===== src/rtl/core/filmic_tone_curve_rgb_assert.svh =====
// Assertion macros for the filmic tone curve core.
// Define ASSERT_OFF to compile the checks away.
`ifndef FILMIC_TONE_CURVE_RGB_ASSERT_SVH
`define FILMIC_TONE_CURVE_RGB_ASSERT_SVH

`ifndef ASSERT_OFF
// prop must hold at every clock edge outside reset
`define FTC_ASSERT(label, clk, rst_n, prop) \
    label: assert property (@(posedge clk) disable iff (!rst_n) (prop)) \
        else $error("ftc: property violated");
// expr must never be true outside reset
`define FTC_ASSERT_NEVER(label, clk, rst_n, expr) \
    label: assert property (@(posedge clk) disable iff (!rst_n) !(expr)) \
        else $error("ftc: forbidden condition seen");
`else
`define FTC_ASSERT(label, clk, rst_n, prop)
`define FTC_ASSERT_NEVER(label, clk, rst_n, expr)
`endif

`endif


===== src/rtl/core/ftc_pkg.sv =====
// Shared constants and types of the filmic tone curve core.
// No dependencies.
package ftc_pkg;

    localparam int LANES           = 3;
    localparam int IN_W            = 24;
    localparam int INPUT_FRAC_BITS = 16;
    localparam int GAIN_W          = 16;
    localparam int GAIN_FRAC       = 8;
    localparam int OUTPUT_BITS     = 16;
    localparam int OUT_W           = OUTPUT_BITS;

    localparam int PROD_W   = IN_W + GAIN_W;
    localparam int SQ_W     = 2 * IN_W;
    // 620*x^2 + 170*2^F*x + 6*2^2F stays below 796*2^(2*IN_W)
    localparam int DEN_W    = 2 * IN_W + 10;
    localparam int QUO_BITS = OUTPUT_BITS + 1;
    // scale (2) + polynomial (2) + divider steps + rounding
    localparam int PIPE_LAT = QUO_BITS + 5;

    localparam logic [IN_W-1:0]   IN_MAX     = '1;
    localparam logic [IN_W-1:0]   BLACK_CODE =
        IN_W'(((4 << INPUT_FRAC_BITS) + 500) / 1000);
    localparam logic [GAIN_W-1:0] GAIN_RESET = GAIN_W'(1 << GAIN_FRAC);

    // curve coefficients scaled by 100
    localparam logic [DEN_W-1:0] K_SQ    = DEN_W'(620);
    localparam logic [DEN_W-1:0] K_NUM_X = DEN_W'(50) << INPUT_FRAC_BITS;
    localparam logic [DEN_W-1:0] K_DEN_X = DEN_W'(170) << INPUT_FRAC_BITS;
    localparam logic [DEN_W-1:0] K_DEN_C = DEN_W'(6) << (2 * INPUT_FRAC_BITS);

    typedef struct packed {
        logic [IN_W-1:0] red_in;
        logic [IN_W-1:0] green_in;
        logic [IN_W-1:0] blue_in;
    } t_pix_in;

    typedef struct packed {
        logic [OUT_W-1:0] red_out;
        logic [OUT_W-1:0] green_out;
        logic [OUT_W-1:0] blue_out;
    } t_pix_out;

    typedef logic [LANES-1:0][IN_W-1:0]  t_lane_x;
    typedef logic [LANES-1:0][DEN_W-1:0] t_lane_wide;
    typedef logic [LANES-1:0][OUT_W-1:0] t_lane_out;

endpackage


===== src/rtl/core/ftc_scale.sv =====
// Exposure multiply, saturation and black offset, two stages.
// Depends on ftc_pkg and the assertion macro header.
`include "filmic_tone_curve_rgb_assert.svh"

module ftc_scale
    import ftc_pkg::*;
(
    input  logic              i_clk,
    input  logic              i_rst_n,
    input  logic              i_vld,
    input  t_lane_x           i_lin,
    input  logic [GAIN_W-1:0] i_gain,
    output logic              o_vld,
    output t_lane_x           o_x
);

    logic [LANES-1:0][PROD_W-1:0] r_prod;
    logic                         r_vld_a;
    t_lane_x                      r_x;
    t_lane_x                      n_x;
    logic                         r_vld_b;

    always_ff @(posedge i_clk) begin
        if (!i_rst_n) begin
            r_vld_a <= 1'b0;
            r_vld_b <= 1'b0;
        end else begin
            r_vld_a <= i_vld;
            r_vld_b <= r_vld_a;
        end
    end

    always_ff @(posedge i_clk) begin
        for (int l = 0; l < LANES; l++) begin
            r_prod[l] <= PROD_W'(i_lin[l]) * PROD_W'(i_gain);
        end
        r_x <= n_x;
    end

    always_comb begin
        logic [IN_W-1:0] sat;
        for (int l = 0; l < LANES; l++) begin
            if (|r_prod[l][PROD_W-1:GAIN_FRAC+IN_W]) begin
                sat = IN_MAX;
            end else begin
                sat = r_prod[l][GAIN_FRAC +: IN_W];
            end
            n_x[l] = (sat > BLACK_CODE) ? sat - BLACK_CODE : '0;
        end
    end

    assign o_vld = r_vld_b;
    assign o_x   = r_x;

    for (genvar l = 0; l < LANES; l++) begin : g_chk
        `FTC_ASSERT(a_x_range, i_clk, i_rst_n, r_vld_b |-> (r_x[l] <= IN_MAX - BLACK_CODE))
    end

endmodule


===== config.mk =====
export PLATFORM = sky130hd
export DESIGN_NAME = ftc_scale
export DESIGN_NICKNAME = d
export VERILOG_FILES = /design/src/rtl/core/ftc_pkg.sv /design/src/rtl/core/ftc_scale.sv
export VERILOG_INCLUDE_DIRS = /design/src /design/src/rtl/core
export SDC_FILE = /design/constraint.sdc
export NUM_CORES = 2
export LEC_CHECK = 0
export ABC_AREA = 1
export BUFFER_PORTS_ARGS = -buffer_cell sky130_fd_sc_hd__buf_2
export CAP_MARGIN = 0
export CORE_ASPECT_RATIO = 1.25
export CORE_MARGIN = 8
export CORE_UTILIZATION = 50
export DETAILED_ROUTE_END_ITERATION = 10
export PLACE_DENSITY = 0.67
export SLEW_MARGIN = 10
export SYNTH_ARGS = -nofsm -noshare
export SYNTH_HDL_FRONTEND = slang
export SYNTH_SLANG_ARGS = --single-unit

===== constraint.sdc =====
create_clock -name i_clk -period 9.9 [get_ports i_clk]
set_input_delay 0 -clock i_clk [delete_from_list [all_inputs] [get_ports i_clk]]
set_output_delay 0 -clock i_clk [all_outputs]
set_load 0.005 [all_outputs]

==> flow_metrics.env <==
export IMPL_source_of_the_worst_register_to_register_timing_path="r_prod[72]$_DFF_P_"
export IMPL_main_flop_type_after_synthesis="sky130_fd_sc_hd__dfxtp_1"
export IMPL_pin_count=164
export IMPL_fill_cells=9046
export IMPL_critPathSlowestCell="sky130_fd_sc_hd__buf_4"
export IMPL_final_hold_viol_count=0
export IMPL_floorplan_die_area_um2=101000
export IMPL_grt_pass1_vias=40400
export IMPL_drt_vias_per_instance=5.10
export IMPL_min_from="i_rst_n"
export IMPL_worst_r2r_endpoint="o_x[39]$_SDFF_PP0_"
export IMPL_post_cts_setup_buffer_count=0
export IMPL_total_number_of_h_tree_levels=4
export IMPL_layout_cells_most_common="sky130_fd_sc_hd__inv_1"
export IMPL_synth_edff_count=0
export IMPL_ctsRootBufferMaster="sky130_fd_sc_hd__clkbuf_16"
export IMPL_place_inst=7311
export IMPL_final_net_count=7482
export IMPL_layout_area_overhead_vs_synth_pct=4.32
export IMPL_slew_limit_headroom_pct=23.6
export IMPL_worst_path_dominant_cell_family="adder cells"
export IMPL_postLayoutCoreUtil_pct=52.7
export IMPL_clock_path_buffers=2
export IMPL_dr_pass1_iters=6
export IMPL_fin_crit_ns=5.91
export IMPL_dp_final_hpwl_um=96700
export IMPL_postSynthCellCount=6224
export IMPL_skew_ns=0.0333
export IMPL_timing_critical_path_cells="buf_2 > buf_4 > nand2_1 > fa_1 > inv_1 > fa_1 > inv_1 > fa_1 > inv_1 > fa_1 > fa_1 > inv_1 > fa_1 > inv_1 > ha_1 > a21oi_1 > o21ai_0 > a21o_1 > a21oi_1 > nand2_1 > xor2_1"
export IMPL_path_common_cell="sky130_fd_sc_hd__fa_1"
export IMPL_setup_tns_ns=0
export IMPL_timing_max_transition_violations_final=0
export IMPL_hold_path_endpoint="o_vld$_SDFF_PN0_"
export IMPL_sequential_element_share_of_the_synthesized_area_pct=7.47
export IMPL_wl_um=125000
export IMPL_grt_antenna_before_repair=13
export IMPL_cts_sink_count=170
export IMPL_clkTransAtPathRegs_ns=0.08
export IMPL_worst_setup_path_start_kind="input pin"
export IMPL_layout_worst_path_cycle_share_pct=59.7
export IMPL_ys_warn_count=0
export IMPL_syn_mean_instance_area_um2=7.32
export IMPL_worstMarginPinSlew_ns=1.15
export IMPL_die_w_um=286
export IMPL_ff2ff_setup_slack_ns=6.86
export IMPL_routed_wire_length_per_instance_um=17.0
export IMPL_synth_cell_type_count=45
export IMPL_die_outline_height_um=353
export IMPL_syn_cell_area_um2=45500
export IMPL_crit_path_max_fanout=45
export IMPL_crit_path_end_kind="flop"
export IMPL_grt_ovfl_total=0
export IMPL_maximum_number_of_pins_on_one_net_before_global_route_repair=73
export IMPL_async_flop_share_pct=0
export IMPL_status="complete, no violations"
export IMPL_synth_seq_cells=170
export IMPL_timing_critical_path_required_ns=10.26
export IMPL_finalHoldWorstSlack_ns=0.248
export IMPL_final_instance_count_without_filler_cells=7354
export IMPL_hold_depth=4
export IMPL_detailroute_via_count=37500
export IMPL_drt_initial_drc_count=2261
export IMPL_place_port_buffers=163
export IMPL_cp_slowest_stage_delay_ns=0.65
export IMPL_postRouteAntennaNets=0
export IMPL_synthesis_nets=7560
export IMPL_timing_hold_worst_class="input pin to flop"
export IMPL_rsz0062_at_grt="false"
export IMPL_post_cts_resized=0
export IMPL_globalRouteTotalUtil_pct=25.3
export IMPL_count_of_cells_along_the_worst_register_to_register_path=16
export IMPL_drcViolationCount=0
export IMPL_fmax_ghz=0.169
export IMPL_tritoncts="done"
export IMPL_wire_length_of_the_first_global_routing_pass_um=206000
export IMPL_core_area_um2=90200
export IMPL_std_cell_rows=123
export IMPL_numCtsBuffers=17
export IMPL_mostFrequentLayoutCells="sky130_fd_sc_hd__inv_1, sky130_fd_sc_hd__nand2_1, sky130_fd_sc_hd__fa_1"
export IMPL_worst_ep_arrival_time_ns=6.28
export IMPL_initial_core_utilization_pct=50.5
export IMPL_post_route_cells_drive_above_1_share_pct=4.40
export IMPL_timing_final_setup_violations=0
export IMPL_timing_worst_setup_path_type="input pin to flop"
export IMPL_critical_path_buf_inv_count=7
export IMPL_finalWeightedCongestion=0.958
export IMPL_max_cap_violations=0
export IMPL_insertion_delay_ns=0.51
[worst register-to-register path: cells and delay by family (launching register included)]
family / cells / cell delay [ns]
adder cells (fa/ha/maj): 1 / 0.21
buffers and inverters: 3 / 0.72
AND/OR/NAND/NOR: 11 / 1.63
flip-flops: 1 / 0.32
AO/OA/AOI/OAI: 1 / 0.07
[how the worst max path moves through the flow]
stage,cells after the start,slack [ns],end,startpoint
global placement,19,3.50,r_prod[102]$_DFF_P_,i_gain[3]
finish,21,3.99,r_prod[102]$_DFF_P_,i_gain[2]
detailed placement,21,3.50,r_prod[100]$_DFF_P_,i_gain[2]
CTS,21,4.04,r_prod[102]$_DFF_P_,i_gain[2]
floorplan,25,4.48,r_prod[36]$_DFF_P_,i_gain[1]
global route,21,3.66,r_prod[102]$_DFF_P_,i_gain[2]
[registers in the layout, indices dropped and copies added (netlist names)]
name	flops
r_vld_a	1
o_vld	1
o_x	72
r_prod	96
[cells by family after synthesis]
logic type / synth area share (%)
AO/OA/AOI/OAI: 4.01
buffers and inverters: 17.4
AND/OR/NAND/NOR: 20.2
adder cells (fa/ha/maj): 49.3
flip-flops: 7.47
XOR/XNOR: 1.62
[cell usage after synthesis (6+ instances only)]
library cell | number | area [um2]
sky130_fd_sc_hd__inv_1 | 1804 | 6770
sky130_fd_sc_hd__nand2_1 | 1756 | 6590
sky130_fd_sc_hd__fa_1 | 915 | 18300
sky130_fd_sc_hd__ha_1 | 330 | 4130
sky130_fd_sc_hd__nor2_1 | 296 | 1110
sky130_fd_sc_hd__clkbuf_1 | 262 | 983
sky130_fd_sc_hd__dfxtp_1 | 170 | 3400
sky130_fd_sc_hd__a21oi_1 | 166 | 831
sky130_fd_sc_hd__nand3_1 | 131 | 656
sky130_fd_sc_hd__o21ai_0 | 86 | 430
sky130_fd_sc_hd__xor2_1 | 65 | 569
sky130_fd_sc_hd__nand4_1 | 30 | 188
sky130_fd_sc_hd__nor3_1 | 28 | 140
sky130_fd_sc_hd__o21a_1 | 19 | 143
sky130_fd_sc_hd__xnor2_1 | 19 | 166
sky130_fd_sc_hd__a21o_1 | 17 | 128
sky130_fd_sc_hd__nand2_2 | 11 | 68.8
sky130_fd_sc_hd__nand3b_1 | 11 | 82.6
sky130_fd_sc_hd__nor2_2 | 11 | 68.8
sky130_fd_sc_hd__a31oi_1 | 9 | 56.3
sky130_fd_sc_hd__nand3_2 | 9 | 90.1
sky130_fd_sc_hd__a21oi_2 | 8 | 70.1
sky130_fd_sc_hd__buf_6 | 8 | 90.1
sky130_fd_sc_hd__or2_2 | 7 | 43.8
sky130_fd_sc_hd__and2_1 | 6 | 37.5
sky130_fd_sc_hd__o21bai_1 | 6 | 45.0
[layout make-up]
cell class | count | area (um2) | share of cell area [%]
multi-input combinational | 3966 | 34200 | 72.0
inverter | 1807 | 6780 | 14.3
clock inverter | 15 | 196 | 0.414
timing repair buffer | 184 | 981 | 2.06
antenna | 8 | 20.0 | 0.0421
clock buffer | 17 | 425 | 0.896
tap | 1187 | 1490 | 3.13
sequential | 170 | 3400 | 7.16
[metal layers]
metal,vias to the layer above,part of all wire (%),track usage (%)
li1,17500,-,-
met1,18600,41,31.1
met2,1159,50,44.9
met3,262,6.1,3.93
met4,12,3.4,8.68
met5,-,0.069,0
[stage by stage]
stage | setup slack [ns] | cell area, um2
finish | 3.99 | 47500
global route | 3.66 | 47500
detailed placement | 3.50 | 46800
global placement | 3.50 | 46800
floorplan | 4.48 | 45500
CTS | 4.04 | 47500
[what timing repair did]
action / 4_1_cts / 5_1_grt
setup endpoints to repair: 0 / 0
hold buffers: 3 / 0
endpoints found under the hold margin: 2 / 0
Power is not shown: default switching activity piles up to over one toggle a cycle in this logic, so the estimate is an artifact.
